<file path="src/design/rbs_pkg.sv">
// ----------------------------------------------------------------------------
// rbs_pkg
// Shared types, constants and the control program of the RGB box smoother.
// ----------------------------------------------------------------------------
package rbs_pkg;

  // Frame geometry and memory sizing.
  localparam int MAX_WIDTH  = 256;
  localparam int MAX_HEIGHT = 256;
  localparam int DEPTH      = MAX_WIDTH * MAX_HEIGHT;
  localparam int ADDR_W     = $clog2(DEPTH);

  // Field widths.
  localparam int REG_W  = 9;
  localparam int CRD_W  = 8;
  localparam int CH_W   = 8;
  localparam int PIX_W  = 3 * CH_W;
  localparam int SUM_W  = 12;
  localparam int PROD_W = 2 * SUM_W;

  // Reset value of every size register.
  localparam logic [REG_W-1:0] REG_RESET = REG_W'(256);

  // Rounding for a divisor of eight or nine: both add four before dividing.
  localparam logic [SUM_W-1:0] ROUND_BIAS = SUM_W'(4);
  // Division by nine as floor(x * 3641 / 2^15), exact for x below 2300.
  localparam logic [SUM_W-1:0] RECIP9      = SUM_W'(3641);
  localparam int               RECIP_SHIFT = 15;
  localparam int               DIV8_SHIFT  = 3;

  // Configuration register indexes.
  typedef enum logic [1:0] {
    CFG_FRAME_WIDTH   = 2'd0,
    CFG_FRAME_HEIGHT  = 2'd1,
    CFG_ACTIVE_WIDTH  = 2'd2,
    CFG_ACTIVE_HEIGHT = 2'd3
  } cfg_idx_t;

  // Item actions.
  typedef enum logic {
    ACT_LOAD  = 1'b0,
    ACT_QUERY = 1'b1
  } action_t;

  // Which pixel of the neighborhood the frame address points at.
  typedef enum logic [3:0] {
    NBR_C, NBR_L, NBR_R, NBR_U, NBR_D, NBR_DR, NBR_DL, NBR_UR, NBR_UL
  } nbr_t;

  // Jump conditions of the sequencer.
  typedef enum logic [1:0] {
    COND_NONE, COND_LOAD, COND_PASS, COND_NO_UL
  } cond_t;

  // Channel written by the divide step.
  typedef enum logic [1:0] {
    CH_RED, CH_GREEN, CH_BLUE
  } chan_t;

  // Program steps.
  localparam int STEP_W = 5;
  typedef logic [STEP_W-1:0] step_t;
  localparam step_t S_ENTRY  = 5'd0;
  localparam step_t S_CENTER = 5'd1;
  localparam step_t S_RD_L   = 5'd2;
  localparam step_t S_RD_R   = 5'd3;
  localparam step_t S_RD_U   = 5'd4;
  localparam step_t S_RD_D   = 5'd5;
  localparam step_t S_RD_DR  = 5'd6;
  localparam step_t S_RD_DL  = 5'd7;
  localparam step_t S_RD_UR  = 5'd8;
  localparam step_t S_RD_UL  = 5'd9;
  localparam step_t S_ACC    = 5'd10;
  localparam step_t S_DIV_R  = 5'd11;
  localparam step_t S_DIV_G  = 5'd12;
  localparam step_t S_DIV_B  = 5'd13;
  localparam step_t S_EMIT   = 5'd14;
  localparam step_t S_PASS   = 5'd15;
  localparam step_t S_LOAD   = 5'd16;

  // Size registers as seen by the datapath.
  typedef struct packed {
    logic [REG_W-1:0] frame_width;
    logic [REG_W-1:0] frame_height;
    logic [REG_W-1:0] active_width;
    logic [REG_W-1:0] active_height;
  } cfg_t;

  // Status flags that steer the program.
  typedef struct packed {
    logic is_load;
    logic pass;
    logic no_ul;
  } flags_t;

  // One control word.
  typedef struct packed {
    nbr_t  nbr;       // address select
    logic  rd_en;     // read the frame at the selected address
    logic  wr_en;     // write the latched pixel at the selected address
    logic  prep;      // register wrapped coordinates and flags
    logic  acc_clr;   // clear the channel sums
    logic  acc_en;    // add the last read pixel to the sums
    logic  div_en;    // divide one channel sum
    chan_t div_ch;
    logic  done;      // present a result next cycle
    logic  src_pass;  // result is the raw stored pixel
    logic  last;      // end of program
    cond_t cond;
    step_t target;
  } ctrl_t;

  // A control word that does nothing.
  function automatic ctrl_t ctrl_nop();
    ctrl_t w;
    w.nbr      = NBR_C;
    w.rd_en    = 1'b0;
    w.wr_en    = 1'b0;
    w.prep     = 1'b0;
    w.acc_clr  = 1'b0;
    w.acc_en   = 1'b0;
    w.div_en   = 1'b0;
    w.div_ch   = CH_RED;
    w.done     = 1'b0;
    w.src_pass = 1'b0;
    w.last     = 1'b0;
    w.cond     = COND_NONE;
    w.target   = S_ENTRY;
    return w;
  endfunction

  // Read-only control store. Reads lead the matching accumulate by one step
  // because the frame read data is registered.
  function automatic ctrl_t program_word(step_t s);
    ctrl_t w;
    w = ctrl_nop();
    unique case (s)
      S_ENTRY: begin
        w.prep   = 1'b1;
        w.cond   = COND_LOAD;
        w.target = S_LOAD;
      end
      S_CENTER: begin
        w.rd_en   = 1'b1;
        w.acc_clr = 1'b1;
        w.cond    = COND_PASS;
        w.target  = S_PASS;
      end
      S_RD_L: begin
        w.nbr = NBR_L;  w.rd_en = 1'b1; w.acc_en = 1'b1;
      end
      S_RD_R: begin
        w.nbr = NBR_R;  w.rd_en = 1'b1; w.acc_en = 1'b1;
      end
      S_RD_U: begin
        w.nbr = NBR_U;  w.rd_en = 1'b1; w.acc_en = 1'b1;
      end
      S_RD_D: begin
        w.nbr = NBR_D;  w.rd_en = 1'b1; w.acc_en = 1'b1;
      end
      S_RD_DR: begin
        w.nbr = NBR_DR; w.rd_en = 1'b1; w.acc_en = 1'b1;
      end
      S_RD_DL: begin
        w.nbr = NBR_DL; w.rd_en = 1'b1; w.acc_en = 1'b1;
      end
      S_RD_UR: begin
        w.nbr    = NBR_UR;
        w.rd_en  = 1'b1;
        w.acc_en = 1'b1;
        w.cond   = COND_NO_UL;
        w.target = S_ACC;
      end
      S_RD_UL: begin
        w.nbr = NBR_UL; w.rd_en = 1'b1; w.acc_en = 1'b1;
      end
      S_ACC: begin
        w.acc_en = 1'b1;
      end
      S_DIV_R: begin
        w.div_en = 1'b1; w.div_ch = CH_RED;
      end
      S_DIV_G: begin
        w.div_en = 1'b1; w.div_ch = CH_GREEN;
      end
      S_DIV_B: begin
        w.div_en = 1'b1; w.div_ch = CH_BLUE;
      end
      S_EMIT: begin
        w.done = 1'b1; w.last = 1'b1;
      end
      S_PASS: begin
        w.done = 1'b1; w.src_pass = 1'b1; w.last = 1'b1;
      end
      S_LOAD: begin
        w.wr_en = 1'b1; w.last = 1'b1;
      end
      default: begin
        w.last = 1'b1;
      end
    endcase
    return w;
  endfunction

endpackage

</file>
<file path="src/design/rbs_sequencer.sv">
// ----------------------------------------------------------------------------
// rbs_sequencer
// Step counter over the control store, with conditional jumps.
// ----------------------------------------------------------------------------
module rbs_sequencer (
  input  logic            clk,
  input  logic            rst,
  input  logic            go,
  input  rbs_pkg::flags_t flags,
  output rbs_pkg::ctrl_t  ctrl,
  output logic            running
);

  rbs_pkg::step_t step;
  rbs_pkg::step_t step_next;
  logic           running_next;
  logic           take;

  // Fetch the current control word; idle cycles issue no operation.
  always_comb begin
    if (running) begin
      ctrl = rbs_pkg::program_word(step);
    end else begin
      ctrl = rbs_pkg::ctrl_nop();
    end
  end

  // Evaluate the jump condition of the current word.
  always_comb begin
    unique case (ctrl.cond)
      rbs_pkg::COND_NONE:  take = 1'b0;
      rbs_pkg::COND_LOAD:  take = flags.is_load;
      rbs_pkg::COND_PASS:  take = flags.pass;
      rbs_pkg::COND_NO_UL: take = flags.no_ul;
      default:             take = 1'b0;
    endcase
  end

  // Next step and run state.
  always_comb begin
    step_next    = step;
    running_next = running;
    if (running) begin
      if (ctrl.last) begin
        running_next = 1'b0;
      end else if (take) begin
        step_next = ctrl.target;
      end else begin
        step_next = step + rbs_pkg::step_t'(1);
      end
    end else if (go) begin
      running_next = 1'b1;
      step_next    = rbs_pkg::S_ENTRY;
    end
  end

  always_ff @(posedge clk) begin
    if (rst) begin
      running <= 1'b0;
      step    <= rbs_pkg::S_ENTRY;
    end else begin
      running <= running_next;
      step    <= step_next;
    end
  end

endmodule

</file>
<file path="config.mk">
export PLATFORM = sky130hd
export DESIGN_NAME = rbs_sequencer
export DESIGN_NICKNAME = d
export VERILOG_FILES = /design/src/design/rbs_pkg.sv /design/src/design/rbs_sequencer.sv
export SDC_FILE = /design/constraint.sdc
export NUM_CORES = 1
export LEC_CHECK = 0
export ABC_AREA = 0
export BUFFER_PORTS_ARGS = -buffer_cell sky130_fd_sc_hd__buf_2
export CORE_MARGIN = 5
export CORE_UTILIZATION = 30
export CTS_BUF_LIST = sky130_fd_sc_hd__clkbuf_16
export DETAILED_ROUTE_END_ITERATION = 10
export SYNTH_ARGS = -nofsm -noshare
export SYNTH_HDL_FRONTEND = slang
export SYNTH_SLANG_ARGS = --single-unit
export TNS_END_PERCENT = 20
</file>
<file path="constraint.sdc">
create_clock -name clk -period 1.8 [get_ports clk]
set_input_delay 0.18 -clock clk [delete_from_list [all_inputs] [get_ports clk]]
set_output_delay 0.18 -clock clk [all_outputs]
set_load 0.05 [all_outputs]
</file>
== After elaboration in Yosys (flattened, before gate mapping) ==
Index checks and enable logic that the tools add are counted.
Operators by class
  add/subtract/negate cells: 1
  reductions and logical operators: 8
  muxes and demuxes: 20
  equality and inequality tests: 20
Operators by type and width (number)
  5-bit by 4-bit == test with 1-bit output (second input constant): 8
  4-bit case mux with 8 select lines: 1
  22-bit two-way mux: 1
  7-bit case mux with 3 select lines: 1
  5-bit by 3-bit == test with 1-bit output (second input constant): 4
  5-bit two-way mux: 4
  9-bit OR reduction: 2
  14-bit OR reduction: 1
  1-bit two-way mux: 11
  5-bit by 2-bit == test with 1-bit output (second input constant): 2
  3-bit case mux with 3 select lines: 1
  5-bit by 1-bit adder with 5-bit output (second input constant): 1
  5-bit by 1-bit == test with 1-bit output (second input constant): 1
  5-bit == test (second input constant): 1
  5-bit logical NOT: 1
  2-bit == test (second input constant): 2
  1-bit case mux with 4 select lines: 1
  2-bit by 1-bit == test with 1-bit output (second input constant): 1
  2-bit logical NOT: 1
  2-bit != test (second input constant): 1
  2-bit AND reduction: 1
  2-bit nonzero test: 1
  2-bit OR reduction: 1
Storage, ports and cells
  input port bits: 6
  logic and storage cells: 51
  output and inout bits: 23
  bits in registers: 6

== Depth between registers and ports, before layout ==
  word-level depth: 9
  mapped depth: 8

== Worst setup path before layout ==
No wires, ideal clock.
  kind: reg-to-output
  start: register running
  end: output ctrl[2] in the netlist's numbering
  cell stages (with the launch flop): 6
  data arrival time: 2.706 ns
  setup slack: -1.086 ns
  required time: 1.620 ns
  path through: dfxtp_1 > buf_2 > nor2b_1 > nand2_1 > nor3_1 > buf_4
RTL lines
  start: declaration: RTL line rbs_sequencer.sv:11  | output logic running
  start signal: assignment: RTL line rbs_sequencer.sv:62  | running <= running_next;
  end: declaration: RTL line rbs_sequencer.sv:10  | output rbs_pkg::ctrl_t ctrl,

==> results_dict.tcl <==
set metrics [dict create \
    status "finished, violations left" \
    violations "negative setup slack" \
    synth.distinct_cells 44 \
    syn_inst 108 \
    cts_tree "built" \
    syn2layout_area_growth_pct 94.9 \
    skew_ps 1.35 \
    portBuffers 28 \
    cp.required_ps 1620 \
    power_density_nw_per_um2 698 \
    critPathKind "reg -> out" \
    slew_headroom_pct 71.9 \
    cp.arrival_ps 1770 \
    routedWlPerCell_um 15.9 \
    hold_violations 0 \
    tightest_slew_ps 419 \
    num_antenna_cells 0 \
    fp.coreArea_sq_um 2760 \
    cts_buffer_depth 2 \
    power.leakage_nw 0.744 \
    synth_top_area_share_pct 13.9 \
    ant_nets 0 \
    place_area_sq_um 1260 \
    grt_use_total_pct 15.3 \
    drive_gt1_share_pct 68.3 \
    crit_fanout 7 \
    fp.dieW_um 63.7 \
    vdd_drop_max_mv 0.556 \
    rows 19 \
    total_power_w 0.00118 \
    io_pins 29 \
    multi_input_comb_area_sq_um 875 \
    hold_buffers 0 \
    grt_max_degree 13 \
    die-area_sq_um 4060 \
    clk_latency_ps 230 \
    path_buf_inv 3 \
    start_util_pct 31.4 \
    h-tree-depth 1 \
    cp_top_family "flip-flops" \
    hold_class "in -> reg" \
    slew_viol_final 0 \
    fmax_mhz 512 \
    yosysSeqAreaShare_pct 13.9 \
    fillerInstances 205 \
    grt_antenna_before_repair 0 \
    via_per_inst 5.30 \
    syn_area_per_cell_sq_um 8.02 \
    stdcell_area_sq_um 1690 \
    setup_ws_ps -153 \
    vias 1050 \
    clock-sinks 6 \
    synth_top_cell_by_area "dfxtp_1" \
    ys_ff_latch 6 \
    drcViolationCount 0 \
    synth_warnings 0 \
    drt_iter0_drc 38 \
    setup_violations 16 \
    regArea_sq_um 131 \
    dp_hpwl_mm 2.09 \
    routed_wl_mm 3.15 \
    synth.cell_area_sq_um 866 \
    grt_pass1_wl_mm 5.12 \
    crit_path_max_incr_delay_ps 390 \
    cp-start-kind "flop" \
    rsz0062_at_grt "yes" \
    final_nets 179 \
    synth_area_leaders "dfxtp_1, ha_1, mux2i_1" \
    finalCriticalPeriod_ps 1950 \
    slowest_stage "dfxtp_4" \
    post-route-period-util_pct 108 \
    cts_buffers 3 \
    cts_root_buffer "clkbuf_16" \
    cp_cell_sequence "inv_4 -> ha_4 -> a21oi_4 -> o22ai_4 -> buf_6 -> nor3_4 -> and2_4 -> buf_8" \
    max-cap-violations 0 \
    firstDrtPassIters 4 \
    overflow 0 \
    syn_nets 119 \
    end_kind "primary output" \
    grt_pass1_vias 1118 \
    die_y_um 63.7 \
    place_congestion 0.803 \
    clkTransAtPathRegs_ps 40 \
]
-- placed cells by master, fill, tap and decap left out, drive strengths merged, types with 5 or more instances in the layout --
master	n
buf	66
nand2	8
inv	8
nor3	8
nor2	7
o21ai	7
dfxtp	6
ha	5
-- registers in the layout, summed over array words and instances, names as in the netlist --
| name | count |
|---|---|
| step | 5 |
| running | 1 |
-- stage by stage --
stage / hold slack [ps] / utilization, % / setup slack [ps] / cells / TNS [ps]
final: 133 / 61.2 / -153 / 198 / -1520
after global placement: 355 / 45.9 / -74.6 / 186 / -432
after global routing: 139 / 61.2 / -209 / 198 / -2660
after floorplan: 240 / - / -193 / 108 / -1640
after detailed placement: 369 / 45.9 / -117 / 186 / -770
after CTS: 130 / 58.4 / -110 / 198 / -979
-- power by group --
part           total [W]  internal, W  switching (W)  leakage [nW]
Sequential      0.000172     0.000147      0.0000255        0.0516
Combinational   0.000639     0.000279       0.000360         0.650
Clock           0.000367     0.000288      0.0000787        0.0423
-- repair_timing --
item | in CTS | in global routing
setup endpoints to repair | 20 | 25
gates resized for setup | 58 | 15
pin swaps | 14 | 7
buffers inserted | 8 | 0
-- routing by layer --
| metal | GRT usage (%) | routed length (um) | vias up |
|---|---|---|---|
| met5 | 0 | 0 | - |
| met4 | 6.49 | 77 | 0 |
| met3 | 2.84 | 132 | 8 |
| met2 | 28.2 | 1710 | 29 |
| met1 | 17.0 | 1230 | 501 |
| li1 | - | - | 512 |
-- logic make-up after synthesis --
| family | synth area share (%) |
|---|---|
| AOI/OAI and AO/OA | 31.2 |
| buffers and inverters | 13.3 |
| DFF | 13.9 |
| adders and majority gates | 7.23 |
| and+or+nand+nor | 29.8 |
| muxes | 4.62 |
-- synth_stat cells --
master,n
inv_1,7
nand4bb_1,1
or2b_1,1
buf_4,5
dfxtp_1,6
and2_1,3
o31ai_1,1
buf_6,3
o211a_1,1
a21oi_4,1
nand3b_1,1
nand4_1,1
o22ai_4,1
o22ai_1,1
or2_1,3
buf_2,2
mux2i_1,4
nor3_2,1
nor3_1,7
nor2b_1,4
and3_1,1
a21oi_1,3
nor2_1,7
o41ai_4,1
and2b_1,1
a221oi_2,1
o21ai_0,3
o2111ai_1,1
clkbuf_1,2
a22oi_1,1
nand3b_2,1
nand2_1,8
a22o_1,1
o311a_2,1
o311ai_0,1
and4_1,1
o32ai_1,1
a31oi_1,1
ha_1,5
o32ai_4,1
o21a_1,4
nor3b_2,1
o21ai_1,4
nand3_1,3
-- worst register-to-register path, stage by stage (launching register included) --
cell and delay [ps]:
dfxtp_4 390, inv_4 60, ha_4 200, a21oi_4 160
o22ai_4 120, buf_6 140, buf_4 120, o311a_4 390
a22oi_1 150, o21ai_1 80
-- worst paths after layout --
kind                   to    start  depth (start not counted)  slack (ps)
setup / recovery  ctrl[7]  step[0]                          8        -150
hold / removal    running      rst                          2         130
setup reg to reg  step[2]  step[0]                          9        -120
hold reg to reg   step[1]  step[1]                          3         610
-- cell type report --
class                      count  share of cell area [%]
multi-input combinational     83                    51.8
inverter                       7                    1.70
clock buffer                   3                    4.45
sequential                     6                    7.78
tap                           31                    2.30
clock inverter                 1                   0.222
timing repair buffer          67                    31.7
Note: power is estimated with default switching activity, not from simulation.
